## src/rtl/sha256_pkg.sv

```systemverilog
// sha256_pkg: shared types, command/status codes, round constants and
// sigma functions for the SHA-256 hasher. No dependencies.
package sha256_pkg;

	localparam int WordW      = 32;
	localparam int ChainWords = 8;
	localparam int BlkWords   = 16;
	localparam int Rounds     = 64;
	localparam int WinDepth   = 15;

	localparam logic [1:0] CMD_ABSORB  = 2'd0;
	localparam logic [1:0] CMD_FINISH  = 2'd1;
	localparam logic [1:0] CMD_RESTART = 2'd2;

	localparam logic [1:0] ST_OK    = 2'd0;
	localparam logic [1:0] ST_DONE  = 2'd1;
	localparam logic [1:0] ST_LIMIT = 2'd2;

	typedef logic [WordW-1:0] word_t;

	typedef struct packed {
		logic [1:0] command;
		logic [7:0] data_byte;
	} cmd_t;

	typedef struct packed {
		logic [1:0] status;
		word_t      digest_word;
		logic [2:0] word_index;
		logic       last;
	} res_t;

	typedef struct packed {
		logic       shift;
		logic       step;
		logic [5:0] rnd;
	} cmp_ctl_t;

	localparam word_t ROUND_K [Rounds] = '{
		32'h428a2f98, 32'h71374491, 32'hb5c0fbcf, 32'he9b5dba5,
		32'h3956c25b, 32'h59f111f1, 32'h923f82a4, 32'hab1c5ed5,
		32'hd807aa98, 32'h12835b01, 32'h243185be, 32'h550c7dc3,
		32'h72be5d74, 32'h80deb1fe, 32'h9bdc06a7, 32'hc19bf174,
		32'he49b69c1, 32'hefbe4786, 32'h0fc19dc6, 32'h240ca1cc,
		32'h2de92c6f, 32'h4a7484aa, 32'h5cb0a9dc, 32'h76f988da,
		32'h983e5152, 32'ha831c66d, 32'hb00327c8, 32'hbf597fc7,
		32'hc6e00bf3, 32'hd5a79147, 32'h06ca6351, 32'h14292967,
		32'h27b70a85, 32'h2e1b2138, 32'h4d2c6dfc, 32'h53380d13,
		32'h650a7354, 32'h766a0abb, 32'h81c2c92e, 32'h92722c85,
		32'ha2bfe8a1, 32'ha81a664b, 32'hc24b8b70, 32'hc76c51a3,
		32'hd192e819, 32'hd6990624, 32'hf40e3585, 32'h106aa070,
		32'h19a4c116, 32'h1e376c08, 32'h2748774c, 32'h34b0bcb5,
		32'h391c0cb3, 32'h4ed8aa4a, 32'h5b9cca4f, 32'h682e6ff3,
		32'h748f82ee, 32'h78a5636f, 32'h84c87814, 32'h8cc70208,
		32'h90befffa, 32'ha4506ceb, 32'hbef9a3f7, 32'hc67178f2
	};

	localparam word_t INIT_H [ChainWords] = '{
		32'h6a09e667, 32'hbb67ae85, 32'h3c6ef372, 32'ha54ff53a,
		32'h510e527f, 32'h9b05688c, 32'h1f83d9ab, 32'h5be0cd19
	};

	function automatic word_t bsig0(word_t x);
		return {x[1:0], x[31:2]} ^ {x[12:0], x[31:13]} ^ {x[21:0], x[31:22]};
	endfunction

	function automatic word_t bsig1(word_t x);
		return {x[5:0], x[31:6]} ^ {x[10:0], x[31:11]} ^ {x[24:0], x[31:25]};
	endfunction

	function automatic word_t ssig0(word_t x);
		return {x[6:0], x[31:7]} ^ {x[17:0], x[31:18]} ^ {3'b000, x[31:3]};
	endfunction

	function automatic word_t ssig1(word_t x);
		return {x[16:0], x[31:17]} ^ {x[18:0], x[31:19]} ^ {10'd0, x[31:10]};
	endfunction

endpackage

```

## src/rtl/sha256_hasher.sv

```systemverilog
// sha256_hasher: top level; command sequencer, block and chain RAMs.
// Depends on sha256_pkg, sha256_ram, sha256_sched, sha256_round.
//
// Byte-serial SHA-256. An absorb, restart or rejected transaction returns one
// result; absorbs stream at one per cycle while the result register drains.
// The 64th byte of a block starts a compression that holds off commands while
// it loads the chain from its RAM, runs 64 rounds at one per cycle, then adds
// back and writes the chain RAM. A finish writes the padding one word a cycle,
// runs one or two compressions, then reads the chain RAM for the eight digest
// words in turn, each word waiting for the result register to be free. The
// chain RAM has one read and one write port; the message block sits in a
// 16-word RAM read once per early round.
module sha256_hasher (
	input  logic              clk,
	input  logic              arst_n,
	input  logic              cmd_valid,
	output logic              cmd_ready,
	input  sha256_pkg::cmd_t  cmd,
	output logic              res_valid,
	input  logic              res_ready,
	output sha256_pkg::res_t  res
);
	import sha256_pkg::*;

	typedef enum logic [2:0] {
		S_IDLE, S_PAD, S_LOAD, S_ROUND, S_ADD, S_EMIT_RD, S_EMIT_WT
	} state_t;

	state_t      state_q;
	logic [3:0]  cnt_q;
	logic [5:0]  rnd_q;
	logic [3:0]  pad_idx_q;
	logic [2:0]  widx_q;
	logic [5:0]  fill_q;
	logic [63:0] total_q;
	logic        done_q;
	logic [23:0] asm_q;
	logic        fin_q;
	logic        last_blk_q;
	logic        pad_first_q;
	logic [7:0]  chain_vld_q;
	logic [2:0]  chain_raddr_q;
	logic        res_valid_q;
	res_t        res_q;

	logic        cmd_acc, res_free, res_load;
	logic        total_full, len_ovf, absorb_wr, pad_wr;
	res_t        res_next;
	cmp_ctl_t    ctl;
	word_t       chain_rdata, chain_word, chain_wdata, a_word, w;
	logic [2:0]  chain_raddr, chain_waddr;
	logic        chain_we;
	word_t       blk_rdata, blk_wdata, pad_word;
	logic [3:0]  blk_raddr, blk_waddr;
	logic        blk_we;
	logic [63:0] bit_len;

	assign res_free  = !res_valid_q || res_ready;
	assign cmd_ready = (state_q == S_IDLE) && res_free;
	assign cmd_acc   = cmd_valid && cmd_ready;
	assign res_valid = res_valid_q;
	assign res       = res_q;

	assign total_full = &total_q;
	assign len_ovf    = |total_q[63:61];
	assign bit_len    = {total_q[60:0], 3'b000};

	assign chain_word = chain_vld_q[chain_raddr_q] ? chain_rdata : INIT_H[chain_raddr_q];

	always_comb begin
		case (state_q)
			S_LOAD, S_ADD:        chain_raddr = cnt_q[2:0];
			S_EMIT_RD, S_EMIT_WT: chain_raddr = widx_q;
			default:              chain_raddr = '0;
		endcase
	end

	assign chain_we    = (state_q == S_ADD) && (cnt_q != '0);
	assign chain_waddr = 3'(cnt_q - 4'd1);
	assign chain_wdata = chain_word + a_word;

	assign pad_word = {asm_q, 8'h00} | (32'h8000_0000 >> {fill_q[1:0], 3'b000});

	assign absorb_wr = cmd_acc && (cmd.command == CMD_ABSORB) && !done_q && !total_full &&
		(fill_q[1:0] == 2'd3);
	assign pad_wr = (state_q == S_PAD);

	always_comb begin
		blk_we    = absorb_wr || pad_wr;
		blk_waddr = pad_wr ? pad_idx_q : fill_q[5:2];
		if (!pad_wr) begin
			blk_wdata = {asm_q, cmd.data_byte};
		end else if (pad_first_q) begin
			blk_wdata = pad_word;
		end else if (last_blk_q && (pad_idx_q == 4'(BlkWords - 2))) begin
			blk_wdata = bit_len[63:32];
		end else if (last_blk_q && (pad_idx_q == 4'(BlkWords - 1))) begin
			blk_wdata = bit_len[31:0];
		end else begin
			blk_wdata = '0;
		end
	end

	assign blk_raddr = (state_q == S_ROUND) ? (rnd_q[3:0] + 4'd1) : '0;

	assign ctl.shift = ((state_q == S_LOAD) || (state_q == S_ADD)) && (cnt_q != '0);
	assign ctl.step  = (state_q == S_ROUND);
	assign ctl.rnd   = rnd_q;

	always_comb begin
		res_load = 1'b0;
		res_next = '{status: ST_OK, digest_word: '0, word_index: '0, last: 1'b1};
		if (cmd_acc) begin
			case (cmd.command)
				CMD_RESTART: begin
					res_load = 1'b1;
				end
				CMD_ABSORB: begin
					res_load = 1'b1;
					if (done_q) begin
						res_next.status = ST_DONE;
					end else if (total_full) begin
						res_next.status = ST_LIMIT;
					end
				end
				CMD_FINISH: begin
					if (done_q) begin
						res_load = 1'b1;
						res_next.status = ST_DONE;
					end else if (len_ovf) begin
						res_load = 1'b1;
						res_next.status = ST_LIMIT;
					end
				end
				default: begin
					res_load = 1'b0;
				end
			endcase
		end
		if ((state_q == S_EMIT_WT) && res_free) begin
			res_load = 1'b1;
			res_next.digest_word = chain_word;
			res_next.word_index  = widx_q;
			res_next.last        = (widx_q == 3'(ChainWords - 1));
		end
	end

	always_ff @(posedge clk or negedge arst_n) begin
		if (!arst_n) begin
			state_q       <= S_IDLE;
			cnt_q         <= '0;
			rnd_q         <= '0;
			pad_idx_q     <= '0;
			widx_q        <= '0;
			fill_q        <= '0;
			total_q       <= '0;
			done_q        <= 1'b0;
			asm_q         <= '0;
			fin_q         <= 1'b0;
			last_blk_q    <= 1'b0;
			pad_first_q   <= 1'b0;
			chain_vld_q   <= '0;
			chain_raddr_q <= '0;
			res_valid_q   <= 1'b0;
			res_q         <= '0;
		end else begin
			chain_raddr_q <= chain_raddr;
			if (res_load) begin
				res_valid_q <= 1'b1;
				res_q       <= res_next;
			end else if (res_ready) begin
				res_valid_q <= 1'b0;
			end
			if (chain_we) begin
				chain_vld_q[chain_waddr] <= 1'b1;
			end
			case (state_q)
				S_IDLE: begin
					if (cmd_acc) begin
						case (cmd.command)
							CMD_RESTART: begin
								chain_vld_q <= '0;
								fill_q      <= '0;
								total_q     <= '0;
								done_q      <= 1'b0;
								asm_q       <= '0;
							end
							CMD_ABSORB: begin
								if (!done_q && !total_full) begin
									total_q <= total_q + 64'd1;
									fill_q  <= fill_q + 6'd1;
									case (fill_q[1:0])
										2'd0:    asm_q[23:16] <= cmd.data_byte;
										2'd1:    asm_q[15:8]  <= cmd.data_byte;
										2'd2:    asm_q[7:0]   <= cmd.data_byte;
										default: asm_q        <= '0;
									endcase
									if (&fill_q) begin
										state_q <= S_LOAD;
										cnt_q   <= '0;
										fin_q   <= 1'b0;
									end
								end
							end
							CMD_FINISH: begin
								if (!done_q && !len_ovf) begin
									state_q     <= S_PAD;
									pad_idx_q   <= fill_q[5:2];
									pad_first_q <= 1'b1;
									last_blk_q  <= (fill_q[5:2] < 4'(BlkWords - 2));
									fin_q       <= 1'b1;
								end
							end
							default: begin
								state_q <= S_IDLE;
							end
						endcase
					end
				end
				S_PAD: begin
					pad_first_q <= 1'b0;
					if (pad_idx_q == 4'(BlkWords - 1)) begin
						state_q <= S_LOAD;
						cnt_q   <= '0;
					end else begin
						pad_idx_q <= pad_idx_q + 4'd1;
					end
				end
				S_LOAD: begin
					if (cnt_q == 4'(ChainWords)) begin
						state_q <= S_ROUND;
						rnd_q   <= '0;
					end else begin
						cnt_q <= cnt_q + 4'd1;
					end
				end
				S_ROUND: begin
					if (rnd_q == 6'(Rounds - 1)) begin
						state_q <= S_ADD;
						cnt_q   <= '0;
					end else begin
						rnd_q <= rnd_q + 6'd1;
					end
				end
				S_ADD: begin
					if (cnt_q == 4'(ChainWords)) begin
						if (!fin_q) begin
							state_q <= S_IDLE;
						end else if (!last_blk_q) begin
							state_q    <= S_PAD;
							pad_idx_q  <= '0;
							last_blk_q <= 1'b1;
						end else begin
							state_q <= S_EMIT_RD;
							widx_q  <= '0;
						end
					end else begin
						cnt_q <= cnt_q + 4'd1;
					end
				end
				S_EMIT_RD: begin
					state_q <= S_EMIT_WT;
				end
				S_EMIT_WT: begin
					if (res_free) begin
						if (widx_q == 3'(ChainWords - 1)) begin
							state_q <= S_IDLE;
							done_q  <= 1'b1;
							fill_q  <= '0;
							asm_q   <= '0;
						end else begin
							state_q <= S_EMIT_RD;
							widx_q  <= widx_q + 3'd1;
						end
					end
				end
				default: begin
					state_q <= S_IDLE;
				end
			endcase
		end
	end

	sha256_ram #(.Width(WordW), .Depth(ChainWords)) u_chain_ram (
		.clk   (clk),
		.we    (chain_we),
		.waddr (chain_waddr),
		.wdata (chain_wdata),
		.raddr (chain_raddr),
		.rdata (chain_rdata)
	);

	sha256_ram #(.Width(WordW), .Depth(BlkWords)) u_blk_ram (
		.clk   (clk),
		.we    (blk_we),
		.waddr (blk_waddr),
		.wdata (blk_wdata),
		.raddr (blk_raddr),
		.rdata (blk_rdata)
	);

	sha256_sched u_sched (
		.clk      (clk),
		.ctl      (ctl),
		.blk_word (blk_rdata),
		.w        (w)
	);

	sha256_round u_round (
		.clk       (clk),
		.ctl       (ctl),
		.load_word (chain_word),
		.w         (w),
		.a_word    (a_word)
	);

endmodule

```

## src/rtl/sha256_ram.sv

```systemverilog
// sha256_ram: generic single-write, single-read RAM with registered read.
// No dependencies.
module sha256_ram #(
	parameter int Width = 32,
	parameter int Depth = 16
) (
	input  logic                     clk,
	input  logic                     we,
	input  logic [$clog2(Depth)-1:0] waddr,
	input  logic [Width-1:0]         wdata,
	input  logic [$clog2(Depth)-1:0] raddr,
	output logic [Width-1:0]         rdata
);

	logic [Width-1:0] mem [Depth];

	always_ff @(posedge clk) begin
		if (we) begin
			mem[waddr] <= wdata;
		end
		rdata <= mem[raddr];
	end

endmodule

```

## src/rtl/sha256_sched.sv

```systemverilog
// sha256_sched: message schedule window; passes block words for the first
// sixteen rounds, then expands. Depends on sha256_pkg.
module sha256_sched (
	input  logic                 clk,
	input  sha256_pkg::cmp_ctl_t ctl,
	input  sha256_pkg::word_t    blk_word,
	output sha256_pkg::word_t    w
);
	import sha256_pkg::*;

	word_t win_q [WinDepth];
	word_t wnext_q;

	assign w = (ctl.rnd < 6'(BlkWords)) ? blk_word : wnext_q;

	// window holds w[r-1] down to w[r-15]; next word precomputed a round early
	always_ff @(posedge clk) begin
		if (ctl.step) begin
			win_q[0] <= w;
			for (int i = 1; i < WinDepth; i++) begin
				win_q[i] <= win_q[i-1];
			end
			wnext_q <= ssig1(win_q[0]) + win_q[5] + ssig0(win_q[13]) + win_q[14];
		end
	end

endmodule

```

## src/rtl/sha256_round.sv

```systemverilog
// sha256_round: working variables a..h and the per-round compression step.
// Depends on sha256_pkg.
module sha256_round (
	input  logic                 clk,
	input  sha256_pkg::cmp_ctl_t ctl,
	input  sha256_pkg::word_t    load_word,
	input  sha256_pkg::word_t    w,
	output sha256_pkg::word_t    a_word
);
	import sha256_pkg::*;

	word_t a_q, b_q, c_q, d_q, e_q, f_q, g_q, h_q;
	word_t t1, t2;

	assign t1 = h_q + bsig1(e_q) + ((e_q & f_q) ^ (~e_q & g_q)) + ROUND_K[ctl.rnd] + w;
	assign t2 = bsig0(a_q) + ((a_q & b_q) ^ (a_q & c_q) ^ (b_q & c_q));
	assign a_word = a_q;

	always_ff @(posedge clk) begin
		if (ctl.shift) begin
			a_q <= b_q;
			b_q <= c_q;
			c_q <= d_q;
			d_q <= e_q;
			e_q <= f_q;
			f_q <= g_q;
			g_q <= h_q;
			h_q <= load_word;
		end else if (ctl.step) begin
			h_q <= g_q;
			g_q <= f_q;
			f_q <= e_q;
			e_q <= d_q + t1;
			d_q <= c_q;
			c_q <= b_q;
			b_q <= a_q;
			a_q <= t1 + t2;
		end
	end

endmodule

```

## config.mk

```make
export PLATFORM = sky130hd
export DESIGN_NAME = sha256_hasher
export DESIGN_NICKNAME = d
export VERILOG_FILES = /design/src/rtl/sha256_pkg.sv /design/src/rtl/sha256_hasher.sv /design/src/rtl/sha256_ram.sv /design/src/rtl/sha256_sched.sv /design/src/rtl/sha256_round.sv
export SDC_FILE = /design/constraint.sdc
export NUM_CORES = 2
export LEC_CHECK = 0
export ABC_AREA = 0
export ABC_CLOCK_PERIOD_IN_PS = 21800
export BUFFER_PORTS_ARGS = -buffer_cell sky130_fd_sc_hd__clkbuf_2
export CORE_MARGIN = 2
export CORE_UTILIZATION = 35
export CTS_CLUSTER_DIAMETER = 40
export DETAILED_ROUTE_END_ITERATION = 6
export SLEW_MARGIN = 20
export SYNTH_ARGS = -nofsm -noshare
export SYNTH_HDL_FRONTEND = slang
export SYNTH_SLANG_ARGS = --single-unit
```

## constraint.sdc

```tcl
create_clock -name clk -period 21.8 [get_ports clk]
set_clock_uncertainty 0.2 [all_clocks]
set_input_delay 3.27 -clock clk [delete_from_list [all_inputs] [get_ports clk]]
set_output_delay 3.27 -clock clk [all_outputs]
set_load 0.005 [all_outputs]
```

## Yosys cells after proc, flatten, opt, wreduce, memory -nomap -nowiden

Memories as Yosys holds them, arrays and structs flattened. A register that Yosys moved wholly into a read port is not among the register bits.
Cells that the tools add are included.

- ROM bits: 2,304
- Memories kept: 5
- Memory bits (writable): 1,248
- Input port bits: 14
- Output and inout bits: 40
- Flip-flop bits (word level): 456

Memories:

| memory | words | width | read ports | clocked after Yosys merged registers in | write ports | line | text |
|---|---|---|---|---|---|---|---|
| (no name shown) | 64 | 32 | 1 | 0 | 0 | sha256_round.sv:15 | `assign t1 = h_q + bsig1(e_q) + ((e_q & f_q) ^ (~e_q & g_q)) + ROUND_K[ctl.rnd] + w;` |
| u_blk_ram.mem | 16 | 32 | 1 | 1 | 1 | sha256_ram.sv:15 | `logic [Width-1:0] mem [Depth];` |
| u_sched.win_q | 15 | 32 | 15 | 0 | 15 | sha256_sched.sv:11 | `word_t win_q [WinDepth];` |
| (no name shown) | 8 | 32 | 1 | 0 | 0 | sha256_hasher.sv:68 | `assign chain_word = chain_vld_q[chain_raddr_q] ? chain_rdata : INIT_H[chain_raddr_q];` |
| u_chain_ram.mem | 8 | 32 | 1 | 1 | 1 | sha256_ram.sv:15 |  |

- Bitwise logic cells: 21
- Equal/unequal tests: 47
- $add $sub $neg: 19
- Mux-type cells: 131
- Order comparisons: 7
- Shift operators: 1
- Reduce and logical (&&, ||, !) cells: 59

Operators with widths:

| cell | number |
|---|---|
| $mux 32 | 26 |
| $add 32x32->32 | 11 |
| $xor 32x32->32 | 9 |
| $and 32x32->32 | 5 |
| $pmux 64 s2 | 1 |
| $mux 24 | 4 |
| $pmux 24 s2 | 2 |
| $add 64x1->64 const B | 1 |
| $mux 4 | 16 |
| $mux 64 | 1 |
| $reduce_and 64->1 | 1 |
| $mux 3 | 17 |
| $pmux 8 s2 | 3 |
| $mux 36 | 1 |
| $mux 6 | 6 |
| $pmux 6 s2 | 3 |
| $mux 8 | 4 |
| $not 32->32 | 1 |
| $or 32x32->32 | 1 |
| $shr 32x5->32 const A | 1 |
| $xor 32x22->32 | 1 |
| $xor 32x29->32 | 1 |
| $reduce_and 6->1 | 5 |
| $mux 1 | 28 |
| 51 further kinds | 136 |

## Logic depth before layout (Yosys ltp)

- Word-level depth: 11
- Gate-level depth with buffers: 39
- Depth with buffers taken out: 37

## Modules after synthesis

Synthesis repeated with hierarchy kept, for this count alone.

- Cell total of the unflattened synthesis: 5,886
- Area, all modules: 84,712.5 um^2

By module, submodules not included:

| module | area an instance (um^2) | instances | cells each | seq. area each (um^2) |
|---|---|---|---|---|
| sha256_round | 23,177.2 | 1 | 2,291 | 7,687.4 |
| sha256_sched | 20,118.0 | 1 | 1,074 | 15,374.7 |
| sha256_ram (u_blk_ram) | 19,835.3 | 1 | 838 | 16,015.4 |
| sha256_hasher | 11,115.7 | 1 | 1,268 | 4,204.0 |
| sha256_ram (u_chain_ram) | 10,466.3 | 1 | 415 | 8,328.0 |

## Worst setup path before layout

Ideal clock, no wire load.

- Kind: register to register
- Start: register state_q[1]
- End: register u_blk_ram.rdata[23] (read register of u_blk_ram.mem)
- Cell stages (with the launch flop): 12
- Period minus slack after synthesis: 17,011 ps
- Buffers on the path: 3
- Library setup time: 87 ps
- Data required time: 21,513 ps
- Path slack: 4,789 ps
- Data arrival time: 16,724 ps
- Path through: dfrtp_1 > buf_2 > nor2b_1 > nand2_1 > inv_1 > clkbuf_1 > clkbuf_1 > and3_1 > a21oi_1 > o221ai_1 > nand3_1 > o31ai_1

- Cells in the longest elaborated chain, start to end: 2

Ends and longest elaborated chain:

| what | line | text |
|---|---|---|
| start: declaration | sha256_hasher.sv:29 | `state_t state_q;` |
| start signal: assignment | sha256_hasher.sv:150 | `state_q <= S_IDLE;` |
| start signal: assignment | sha256_hasher.sv:199 | `state_q <= S_LOAD;` |
| start signal: assignment | sha256_hasher.sv:207 | `state_q <= S_PAD;` |
| $eq 3x2->1 | sha256_hasher.sv:104 | `assign blk_raddr = (state_q == S_ROUND) ? (rnd_q[3:0] + 4'd1) : '0;` |
| $mux 4 | sha256_hasher.sv:104 |  |
| end: declaration | sha256_ram.sv:12 | `output logic [Width-1:0] rdata` |

Every way passes these cells.
A chain may end at the register's enable or synchronous reset.

## Worst setup path after layout

- Start: register rnd_q[1]
- End: register u_round.a_q[29], in the netlist u_round.a_word[29], data pin

- Cells in the longest elaborated chain, start to end: 9

Ends and longest elaborated chain:

| what | line | text |
|---|---|---|
| start: declaration | sha256_hasher.sv:31 | `logic [5:0] rnd_q;` |
| start signal: assignment | sha256_hasher.sv:242 | `rnd_q <= rnd_q + 6'd1;` |
| $not 6->7 (not written as such) | sha256_round.sv:15 |  |
| $mem_v2 64x32 | n/a |  |
| $mux 32 (not written as such) (2 in series) | sha256_round.sv:15 |  |
| $add 32x32->32 | sha256_round.sv:15 |  |
| $add 32x32->32 * | sha256_round.sv:15 |  |
| $add 32x32->32 * | sha256_round.sv:37 | `a_q <= t1 + t2;` |
| $mux 32 * | sha256_round.sv:29 | `end else if (ctl.step) begin` |
| $mux 32 * | sha256_round.sv:20 | `if (ctl.shift) begin` |
| end signal: assignment | sha256_round.sv:21 | `a_q <= b_q;` |
| end signal: assignment | sha256_round.sv:37 |  |
| end: declaration | sha256_round.sv:12 | `word_t a_q, b_q, c_q, d_q, e_q, f_q, g_q, h_q;` |

Mark *: on every way between the ends. The rest lies on a longest branch, timed or not. The select of a mux whose other input is x is not followed.

==> flow_summary.yaml <==
run_status:
  status: "complete, no violations"
timing:
  holdWs_ns: 0.202
  rsz0062_at_grt: "no"
  fin_crit_ns: 10.43
  slew_viol_final: 0
  fmax_ghz: 0.0958
  post-route-worst-setup-slack_ns: 11.37
  worst_slew_pin_slew_ns: 1.27
  slew_headroom: 0.147
  setup_viol: 0
  finalSetupTns_ns: 0
  hold_viol_final: 0
  fin_crit_sh: 0.479
yosys:
  synth_top_flop_cell: "edfxtp_1"
  synthCells: 6903
  synth_top_area_frac: 0.547
  synth_edf_count: 1536
  yosys.cell_types.count: 100
  ys_ff_latch: 1768
  synth_top_area_cell: "edfxtp_1"
  netlist_area_um2: 84300
  synth_nets: 7297
  ys_seq_area_frac: 0.612
  synthArstFlopShare: 0.0950
  yosys_warnings: 0
  synthTopCellsByArea: "edfxtp_1 (55%), nand2_1 (5.1%), dfrtp_1 (5.0%)"
  syn_area_per_cell_um2: 12.2
critical_path:
  critical_path.most_common_cell: "fa_1"
  cp.arrival_ns: 10.83
  path_class: "reg -> reg"
  reg2reg_from: "rnd_q[1]"
  worst-r2r-cell-count: 32
  max_stage_delay_ns: 0.86
  reg2reg_to: "u_round.a_word[29]"
  critical_path.startpoint_type: "flop"
  crit_required_ns: 22.20
  worst_setup_path_end_kind: "flop"
  cp_slowest_cell: "ha_4"
  r2r_setup_slack_ns: 11.37
  worstPathMaxFanout: 46
cells_and_area:
  final_common_cell: "edfxtp_1"
  drive_gt1_frac: 0.116
  final_core_util: 0.407
  register_area_um2: 51600
  area_growth_pct: 15.7
  layout_common_cells: "edfxtp_1 (1,536), nand2_1 (1,141), a21oi_1 (413)"
  fill_cells: 22347
  multiInputGateArea_um2: 30700
  finalNetCount: 7374
global_routing:
  grt_max_degree: 194
  overflow: 0
  antenna_found_initial: 14
  track_usage: 0.199
  grt_pass1_wl_um: 363000
  grt_pass1_vias: 53525
floorplanning:
  die_y_um: 495
  core-area_um2: 240000
  die_x_um: 495
  ios: 54
  die-area_um2: 245000
  rows: 180
  initial_core_util: 0.351
worst_hold_path:
  hold-path-cell-count: 0
  min_from: "u_sched.win_q[1][72]"
  min_to: "u_sched.win_q[1][104]"
  hp-class: "reg -> reg"
clocking:
  clockRootBuffer: "clkbuf_16"
  htreeDepth: 5
  ctsResizeCount: 0
  cts_sinks: 1768
  cts_hold_buf: 0
  cts_max_path_buffers: 4
  post-cts-setup-buffer-count: 0
  cts.clk_slew.worst_paths_ns: 0.06
  numCtsBuffers: 274
  cts_tree: "built"
  clk_latency_ns: 0.93
placed_design:
  port_buffers: 53
  pre_cts_slack_ns: 11.45
  gp_congestion: 0.954
  place_hpwl_um: 164000
pwr:
  irDropWorstVdd_uv: 69.8
  power_density_nw_per_um2: 82.0
  totalPowerFinal_mw: 8.00
  leakage_nw: 36.9
drt:
  drt_wl_total_um: 248000
  route.detailed.drc: 0
  dr_total_vias: 55777
  wl_per_cell_um: 23.9
  viasPerCell: 5.38
  ant_nets: 0
  drtIter0Drc: 6312
  dr.pass1.iters: 6
run:
  maxCapViolations: 0
==> sequential cells by signal (all words and copies together), names as in the netlist, 38 cells and up <==
register and flops:
u_sched.win_q 480, u_chain_ram.mem 256, total_q 64, res 38, u_blk_ram.mem 512
==> how the worst max path moves through the flow <==
stage | startpoint | to | slack, ns | cells after the start
final | rnd_q[1] | u_round.a_word[29] | 11.37 | 32
after global routing | rnd_q[1] | u_round.a_word[29] | 10.65 | 32
after CTS | rnd_q[1] | u_round.a_word[29] | 11.35 | 32
after detailed placement | rnd_q[1] | u_round.a_word[29] | 11.45 | 32
after global placement | rnd_q[1] | u_round.a_word[29] | 11.48 | 32
after floorplan | state_q[1] | u_blk_ram.rdata[23] | 4.79 | 11
==> cell usage after synthesis, types with 35 or more instances <==
library cell / count
buf_1: 39
a221oi_1: 37
mux2_2: 128
inv_1: 261
clkbuf_1: 324
mux2i_1: 120
o21a_1: 35
nand2_1: 1145
a22o_1: 35
dfrtp_1: 168
o221ai_1: 36
ha_1: 192
dfxtp_1: 64
o31ai_1: 49
xor2_1: 124
a21o_1: 74
edfxtp_1: 1536
nand2b_1: 41
nor3_1: 62
nor2_1: 335
xnor2_1: 310
fa_1: 188
o21ai_0: 292
a31oi_1: 37
and3_1: 73
a21oi_1: 424
nand3_1: 288
o21ai_1: 70
==> critical path, delay by kind of cell (launching register included) <==
family	cells	cell delay [ns]
xor+xnor	2	0.35
simple gates	4	0.86
compound gates	15	3.30
fa+ha+maj	8	3.83
buf+inv	3	0.77
flops	1	0.78
==> layout make-up <==
type                            count  share of cell area
Inverter                          264              0.0102
Tap cell                         3185              0.0408
Clock buffer                      323              0.0753
Multi-Input combinational cell   4498               0.314
Timing Repair Buffer              174              0.0124
Clock inverter                    153              0.0179
Sequential cell                  1768               0.529
Antenna cell                        8            0.000205
==> metrics by stage <==
| stage | instance area, um^2 | cells |
|---|---|---|
| after CTS | 97500 | 10365 |
| after global routing | 97600 | 10366 |
| final | 97600 | 10373 |
| after global placement | 88400 | 9888 |
| after floorplan | 84300 | 6903 |
| after detailed placement | 88400 | 9889 |
==> kinds of logic after synthesis <==
logic type      share of synthesized area
mux                                0.0354
simple gates                        0.105
buf+inv                            0.0286
flops                               0.612
compound gates                     0.0970
fa+ha+maj                          0.0762
xor+xnor                           0.0456
==> power by group <==
part / internal (mW) / total, mW / switching [mW]
clock: 2.77 / 4.35 / 1.58
sequential: 3.63 / 3.63 / 0.0000819
combinational: 0.00214 / 0.0168 / 0.0146
total: 6.40 / 8.00 / 1.60
==> routing by layer <==
layer  share of wire  track usage  vias to the layer above
met2            0.46        0.309                     2143
met5         0.00016            0                        -
li1                -            -                    25078
met4           0.029       0.0622                        6
met1            0.44        0.285                    28152
met3           0.068       0.0313                      398
(Power assumes the default switching activity.)
